**config.mk**
```make
export PLATFORM = sky130hd
export DESIGN_NAME = trs_scale_entry
export DESIGN_NICKNAME = d
export VERILOG_FILES = /design/src/design/trs_pkg.sv /design/src/design/trs_scale_entry.sv
export SDC_FILE = /design/constraint.sdc
export NUM_CORES = 2
export LEC_CHECK = 0
export BUFFER_PORTS_ARGS = -buffer_cell sky130_fd_sc_hd__buf_2
export CAP_MARGIN = 20
export CORE_UTILIZATION = 50
export CTS_CLUSTER_SIZE = 8
export DETAILED_ROUTE_END_ITERATION = 10
export PLACE_DENSITY = 0.68
export SLEW_MARGIN = 20
export SYNTH_ARGS = -nofsm -noshare
export SYNTH_HDL_FRONTEND = slang
export SYNTH_SLANG_ARGS = --single-unit
export TNS_END_PERCENT = 5
```
**constraint.sdc**
```tcl
create_clock -name clk_i -period 8.2 [get_ports clk_i]
set_input_delay 1.64 -clock clk_i [delete_from_list [all_inputs] [get_ports clk_i]]
set_output_delay 1.64 -clock clk_i [all_outputs]
set_load 0.01 [all_outputs]
```
**src/design/trs_pkg.sv**
```systemverilog
// Package with widths, types and entry indexes of the TRS model matrix builder.
`timescale 1ns / 1ps

package trs_pkg;

  localparam int VAL_W       = 32;  // Q16.16 words
  localparam int QUAT_W      = 16;  // Q1.14 quaternion components
  localparam int PROD_W      = 2 * QUAT_W;
  localparam int ROT_W       = PROD_W + 2;  // rotation entries in Q.28 plus headroom
  localparam int ROT_FRAC    = 28;
  localparam int LO_W        = 14;  // low slice of a rotation entry
  localparam int NUM_ENTRIES = 9;
  localparam int NUM_AXES    = 3;
  localparam int NUM_STAGES  = 5;

  typedef logic signed [VAL_W-1:0]  val_t;
  typedef logic signed [QUAT_W-1:0] quat_t;
  typedef logic signed [PROD_W-1:0] prod_t;
  typedef logic signed [ROT_W-1:0]  rot_t;

  // Load enables of the five pipeline stages.
  typedef struct packed {
    logic st1;
    logic st2;
    logic st3;
    logic st4;
    logic st5;
  } stage_en_t;

  // Rotation entry indexes, row major.
  localparam int R00 = 0;
  localparam int R01 = 1;
  localparam int R02 = 2;
  localparam int R10 = 3;
  localparam int R11 = 4;
  localparam int R12 = 5;
  localparam int R20 = 6;
  localparam int R21 = 7;
  localparam int R22 = 8;

endpackage

```
**src/design/trs_scale_entry.sv**
```systemverilog
// Three pipeline stages that scale one rotation entry, round it and saturate it.
`timescale 1ns / 1ps

module trs_scale_entry (
  input  logic               clk_i,
  input  trs_pkg::stage_en_t en_i,
  input  trs_pkg::val_t      scale_i,
  input  trs_pkg::rot_t      rot_i,
  output trs_pkg::val_t      res_o
);
  import trs_pkg::*;

  localparam int HI_W  = ROT_W - LO_W;
  localparam int PHI_W = VAL_W + HI_W;
  localparam int PLO_W = VAL_W + LO_W + 1;
  localparam int C_W   = PLO_W + 1;
  localparam int CH_W  = C_W - LO_W;
  localparam int SUM_W = PHI_W + 1;
  localparam int R_W   = SUM_W - (ROT_FRAC - LO_W);

  localparam logic signed [C_W-1:0] RND_HALF = C_W'(1) <<< (ROT_FRAC - 1);
  localparam val_t VAL_MAX = {1'b0, {(VAL_W-1){1'b1}}};
  localparam val_t VAL_MIN = {1'b1, {(VAL_W-1){1'b0}}};

  logic signed [HI_W-1:0]  rot_hi;
  logic signed [LO_W:0]    rot_lo;
  logic signed [PHI_W-1:0] phi_d, phi_q, phi2_q;
  logic signed [PLO_W-1:0] plo_d, plo_q;
  logic signed [C_W-1:0]   c_sum;
  logic signed [CH_W-1:0]  ch_d, ch_q;
  logic signed [SUM_W-1:0] tot;
  logic signed [R_W-1:0]   rnd;
  val_t                    res_d, res_q;

  // Stage 3: the scale times the high and low slices of the entry.
  assign rot_hi = rot_i[ROT_W-1:LO_W];
  assign rot_lo = {1'b0, rot_i[LO_W-1:0]};
  assign phi_d  = PHI_W'(scale_i) * PHI_W'(rot_hi);
  assign plo_d  = PLO_W'(scale_i) * PLO_W'(rot_lo);

  always_ff @(posedge clk_i) begin
    if (en_i.st3) begin
      phi_q <= phi_d;
      plo_q <= plo_d;
    end
  end

  // Stage 4: rounding offset into the low part, then floor of its top bits.
  assign c_sum = C_W'(plo_q) + RND_HALF;
  assign ch_d  = c_sum[C_W-1:LO_W];

  always_ff @(posedge clk_i) begin
    if (en_i.st4) begin
      phi2_q <= phi_q;
      ch_q   <= ch_d;
    end
  end

  // Stage 5: merge the two parts, drop the remaining fraction and saturate.
  assign tot = SUM_W'(phi2_q) + SUM_W'(ch_q);
  assign rnd = tot[SUM_W-1:ROT_FRAC-LO_W];

  always_comb begin
    if (rnd > R_W'(VAL_MAX)) begin
      res_d = VAL_MAX;
    end else if (rnd < R_W'(VAL_MIN)) begin
      res_d = VAL_MIN;
    end else begin
      res_d = rnd[VAL_W-1:0];
    end
  end

  always_ff @(posedge clk_i) begin
    if (en_i.st5) begin
      res_q <= res_d;
    end
  end

  assign res_o = res_q;

endmodule

```
### Word level (Yosys, flattened, before mapping)

Cells that the tools add are included.

| operators by class | value |
|---|---|
| multiplexer cells | 1 |
| multiply operators | 2 |
| $lt $le $gt $ge | 2 |
| add/sub/neg operators | 2 |

Operators by type and width:

| operator | count |
|---|---|
| 52-bit by 34-bit adder with 53-bit output | 1 |
| 32-bit by 20-bit multiplier with 52-bit output | 1 |
| 47-bit by 29-bit adder with 48-bit output (second input constant) | 1 |
| 32-bit by 15-bit multiplier with 47-bit output | 1 |
| 39-bit by 32-bit greater-than comparator with 1-bit output (second input constant) | 1 |
| 39-bit by 32-bit < comparator with 1-bit output (second input constant) | 1 |
| 32-bit two-way mux | 1 |

| word-level totals | value |
|---|---|
| register bits after elaboration | 217 |
| word-level logic and storage cells | 12 |
| input bits | 72 |
| output and inout port bits | 32 |

### Logic depth before layout (Yosys ltp)

| depth | value |
|---|---|
| depth after elaboration | 3 |
| gate-level depth with buffers | 27 |
| mapped depth without buffers | 26 |

### Least setup slack after synthesis

No wires, ideal clock.

| path | value |
|---|---|
| kind | input to register |
| start | input rot_i[16] |
| end | register phi_q[51], data pin |
| library setup time | 260 ps |
| stages | 26 |
| buffers on the path | 1 |
| arrival time | 7910 ps |
| required time | 7940 ps |
| slack | 30 ps |
| cell sequence | buf_1 -> and2_1 -> fa_1 -> inv_1 -> fa_1 -> inv_1 -> fa_1 -> inv_1 -> fa_1 -> inv_1 -> fa_1 -> inv_1 -> fa_1 -> fa_1 -> inv_1 -> ha_1 -> a21o_1 -> a21o_1 -> a21o_1 -> a21oi_1 -> o21ai_0 -> a21oi_1 -> o21ai_0 -> nor3_1 -> a21oi_1 -> xnor2_1 |

| on the way | value |
|---|---|
| word-level cells in the longest chain between the ends | 1 |

Ends and longest elaborated chain:

| element | RTL line | source |
|---|---|---|
| start: declaration | trs_scale_entry.sv:8 | `input trs_pkg::rot_t rot_i,` |
| 32-bit by 20-bit multiplier with 52-bit output | trs_scale_entry.sv:38 | `assign phi_d = PHI_W'(scale_i) * PHI_W'(rot_hi);` |
| named net phi_d[51] | trs_scale_entry.sv:27 | `logic signed [PHI_W-1:0] phi_d, phi_q, phi2_q;` |
| end signal: assignment | trs_scale_entry.sv:43 | `phi_q <= phi_d;` |
| end: declaration | trs_scale_entry.sv:27 |  |

The timed path passes the listed nets, and every way through them passes these cells.
A chain may end at the register's enable or synchronous reset.

### Worst setup path after layout

| path | value |
|---|---|
| start | input rot_i[21] |
| end | register phi_q[44], data pin |

Same word-level chain as after synthesis.

==> impl_metrics.csv <==
group,metric,value,unit
yosys,synth-seq-area-share,13.1,%
global_routing,grt_pass1_vias,35700,
global_routing,grt_use_total,24.6,%
sta,tns,0,ns
cts,htreeDepth,1,
hold_path,hold_path.class,"register to register",
yosys,synthesis.instances,4809,
routing,viasPerCell,5.16,
sta,setup_viol,0,
layout,diodes,0,
die,die_area,0.0944,mm²
yosys,synth_edf_count,203,
global_routing,grt_max_degree,61,
cts,clk_latency,0.58,ns
routing,wl,110,mm
die,die_h,307,µm
routing,postRouteAntennaNets,0,
layout,seqCellArea,0.00610,mm²
die,start_util,50.7,%
die,num_rows,111,
layout,multi_input_area,0.0356,mm²
cts,clock-root-buffer,"clkbuf_16",
sta,whs,0.406,ns
sta,maxSlewViolCount,0,
sta,post-route-period-util,97.3,%
cts,clock-sinks,203,
routing,drcViolationCount,0,
layout,num-fill-cells,8086,
layout,nets,6454,
layout,utilization,55.9,%
placed_design,gp_congestion,0.921,
cts,cts_buffer_depth,3,
cts,clk_pin_slew,0.05,ns
routing,drt-initial-drc-count,1895,
yosys,syn_area_per_cell,9.69,µm²
die,io_pins,104,
sta,period_minus_slack,7.98,ns
setup_path,crit_fanout,14,
yosys,ys_warn_count,0,
layout,drive_gt1_share,9.42,%
setup_path,path_class,"primary input to register",
setup_path,required,8.51,ns
sta,tightest_slew,0.709,ns
die,die_w,307,µm
global_routing,antenna_found_initial,9,
placed_design,dpl_cell_area,0.0506,mm²
placed_design,dpl.hpwl,96.0,mm
routing,drtPass1Iterations,5,
die,core,0.0919,mm²
sta,relSlewSlack,52.6,%
outcome,status,"finished clean",
sta,fmax,125,MHz
global_routing,grt-ovfl-total,0,
layout,syn_to_final_growth,10.3,%
sta,skew,0.0205,ns
layout,final_area,0.0514,mm²
cts,postCtsSetupBuffers,0,
yosys,syn_nets,6213,
setup_path,arrival,8.30,ns
global_routing,grt_pass1_wl,185,mm
setup_path,endpoint_kind,"register",
yosys,netlist_area,0.0466,mm²
setup_path,cp-start-kind,"primary input",
yosys,async_reset_ff_share,0,%
run,maxCapViolations,0,
cts,cts_tree,"built",
routing,vias,32500,
yosys,netlist-cell-type-count,75,
yosys,synth-seq-cells,203,
sta,hold_viol,0,
routing,routedWlPerCell,17.5,µm
yosys,synth_ff_type,"edfxtp_1",
cts,cts_made_buffers,30,
placed_design,io_buffers,101,
[critical path, stage by stage]
cell and delay [ns]:
buf_2 0.29, buf_4 0.23, nand2_1 0.07, fa_1 0.48
fa_1 0.47, fa_1 0.52, fa_1 0.55, inv_1 0.05
fa_1 0.40, fa_1 0.53, inv_1 0.05, fa_1 0.48
inv_1 0.04, ha_1 0.28, and3_1 0.22, and2_1 0.18
a221oi_1 0.38, o31ai_2 0.19, a41oi_2 0.27, buf_4 0.19
o21bai_1 0.11, a31o_2 0.26, a21o_1 0.17, a21oi_1 0.17
xnor2_1 0.07
[worst paths after layout]
check / cells after the start / slack [ns] / startpoint / end
setup / recovery: 25 / 0.22 / rot_i[21] / phi_q[44]$_DFFE_PP_
hold / removal: 0 / 0.41 / phi_q[39]$_DFFE_PP_ / phi2_q[39]$_DFFE_PP_
setup reg to reg: 12 / 3.68 / ch_q[33]$_DFFE_PP_ / res_o[0]$_SDFFCE_PN1P_
hold reg to reg: 0 / 0.41 / phi_q[39]$_DFFE_PP_ / phi2_q[39]$_DFFE_PP_
[flip-flops by register name (all words and copies together), names as in the netlist]
| register | cells |
|---|---|
| phi_q | 52 |
| plo_q | 33 |
| ch_q | 34 |
| phi2_q | 52 |
| res_o | 32 |
[kinds of logic after synthesis]
kind of cell	count (synthesis)	share of synthesized area, %
adders and majority gates	1332	52.6
and+or+nand+nor	1374	14.9
buffers and inverters	1319	10.7
DFF	203	13.1
AOI/OAI and AO/OA	429	5.92
xor gates and xnor gates	150	2.82
muxes	2	0.0430
[Yosys cell counts (17+ instances only)]
library cell	count	area (µm²)
a211oi_1	18	135
a21o_1	60	450
a21oi_1	117	586
and2_1	580	3630
and3_1	23	144
clkbuf_1	209	785
edfxtp_1	203	6100
fa_1	1045	20900
ha_1	287	3590
inv_1	1099	4130
nand2_1	565	2120
nand3_1	33	165
nand4_1	20	125
nor2_1	88	330
nor3_1	17	85.1
o21a_1	21	158
o21ai_0	88	440
xnor2_1	98	858
xor2_1	52	455
[metal layers]
layer  GRT usage [%]  up-vias  wire length, µm
li1                -    14900                -
met1            34.4    16600            47800
met2            41.0      953            52000
met3            3.27      131             7800
met4            5.70        8             2470
met5               0        -               54
[final cells by class]
class                   count  share of cell area (%)
well taps                1243                    3.02
inverters                1100                    8.03
repair buffers            428                    6.29
flip-flops and latches    203                    11.9
multi-input cells        3287                    69.2
clock buffers              33                    1.48
clock inverters             3                  0.0876
[repair_timing]
item,CTS,global route
setup endpoints to repair,0,10
gates resized for setup,0,6
hold buffers,0,0
endpoints found under the hold margin,0,0
[placed cells by master (no fill, tap or decap), types with 9 or more instances in the layout]
master / synthesis / final
a211oi_1: 18 / 18
a21o_1: 60 / 60
a21oi_1: 117 / 117
a31oi_1: 14 / 14
and2_1: 580 / 580
and3_1: 23 / 23
buf_12: 0 / 21
buf_2: 5 / 97
buf_4: 3 / 308
clkbuf_16: 0 / 30
edfxtp_1: 203 / 203
fa_1: 1045 / 1045
ha_1: 287 / 287
inv_1: 1099 / 1099
nand2_1: 565 / 565
nand2b_1: 15 / 15
nand3_1: 33 / 33
nand4_1: 20 / 20
nor2_1: 88 / 88
nor3_1: 17 / 17
o211ai_1: 11 / 11
o21a_1: 21 / 21
o21ai_0: 88 / 88
o21ai_1: 14 / 14
o21bai_1: 15 / 15
or3_1: 9 / 9
xnor2_1: 98 / 98
xor2_1: 52 / 52
[metrics by stage]
| stage | setup slack [ns] | instances |
|---|---|---|
| after floorplan | 0.0304 | 4809 |
| after global placement | -0.291 | 6261 |
| after detailed placement | -0.343 | 6261 |
| after CTS | 0.245 | 6297 |
| after global routing | -0.0174 | 6297 |
| final | 0.217 | 6297 |
Power is not shown: default switching activity piles up to over one toggle a cycle in this logic, so the estimate is an artifact.
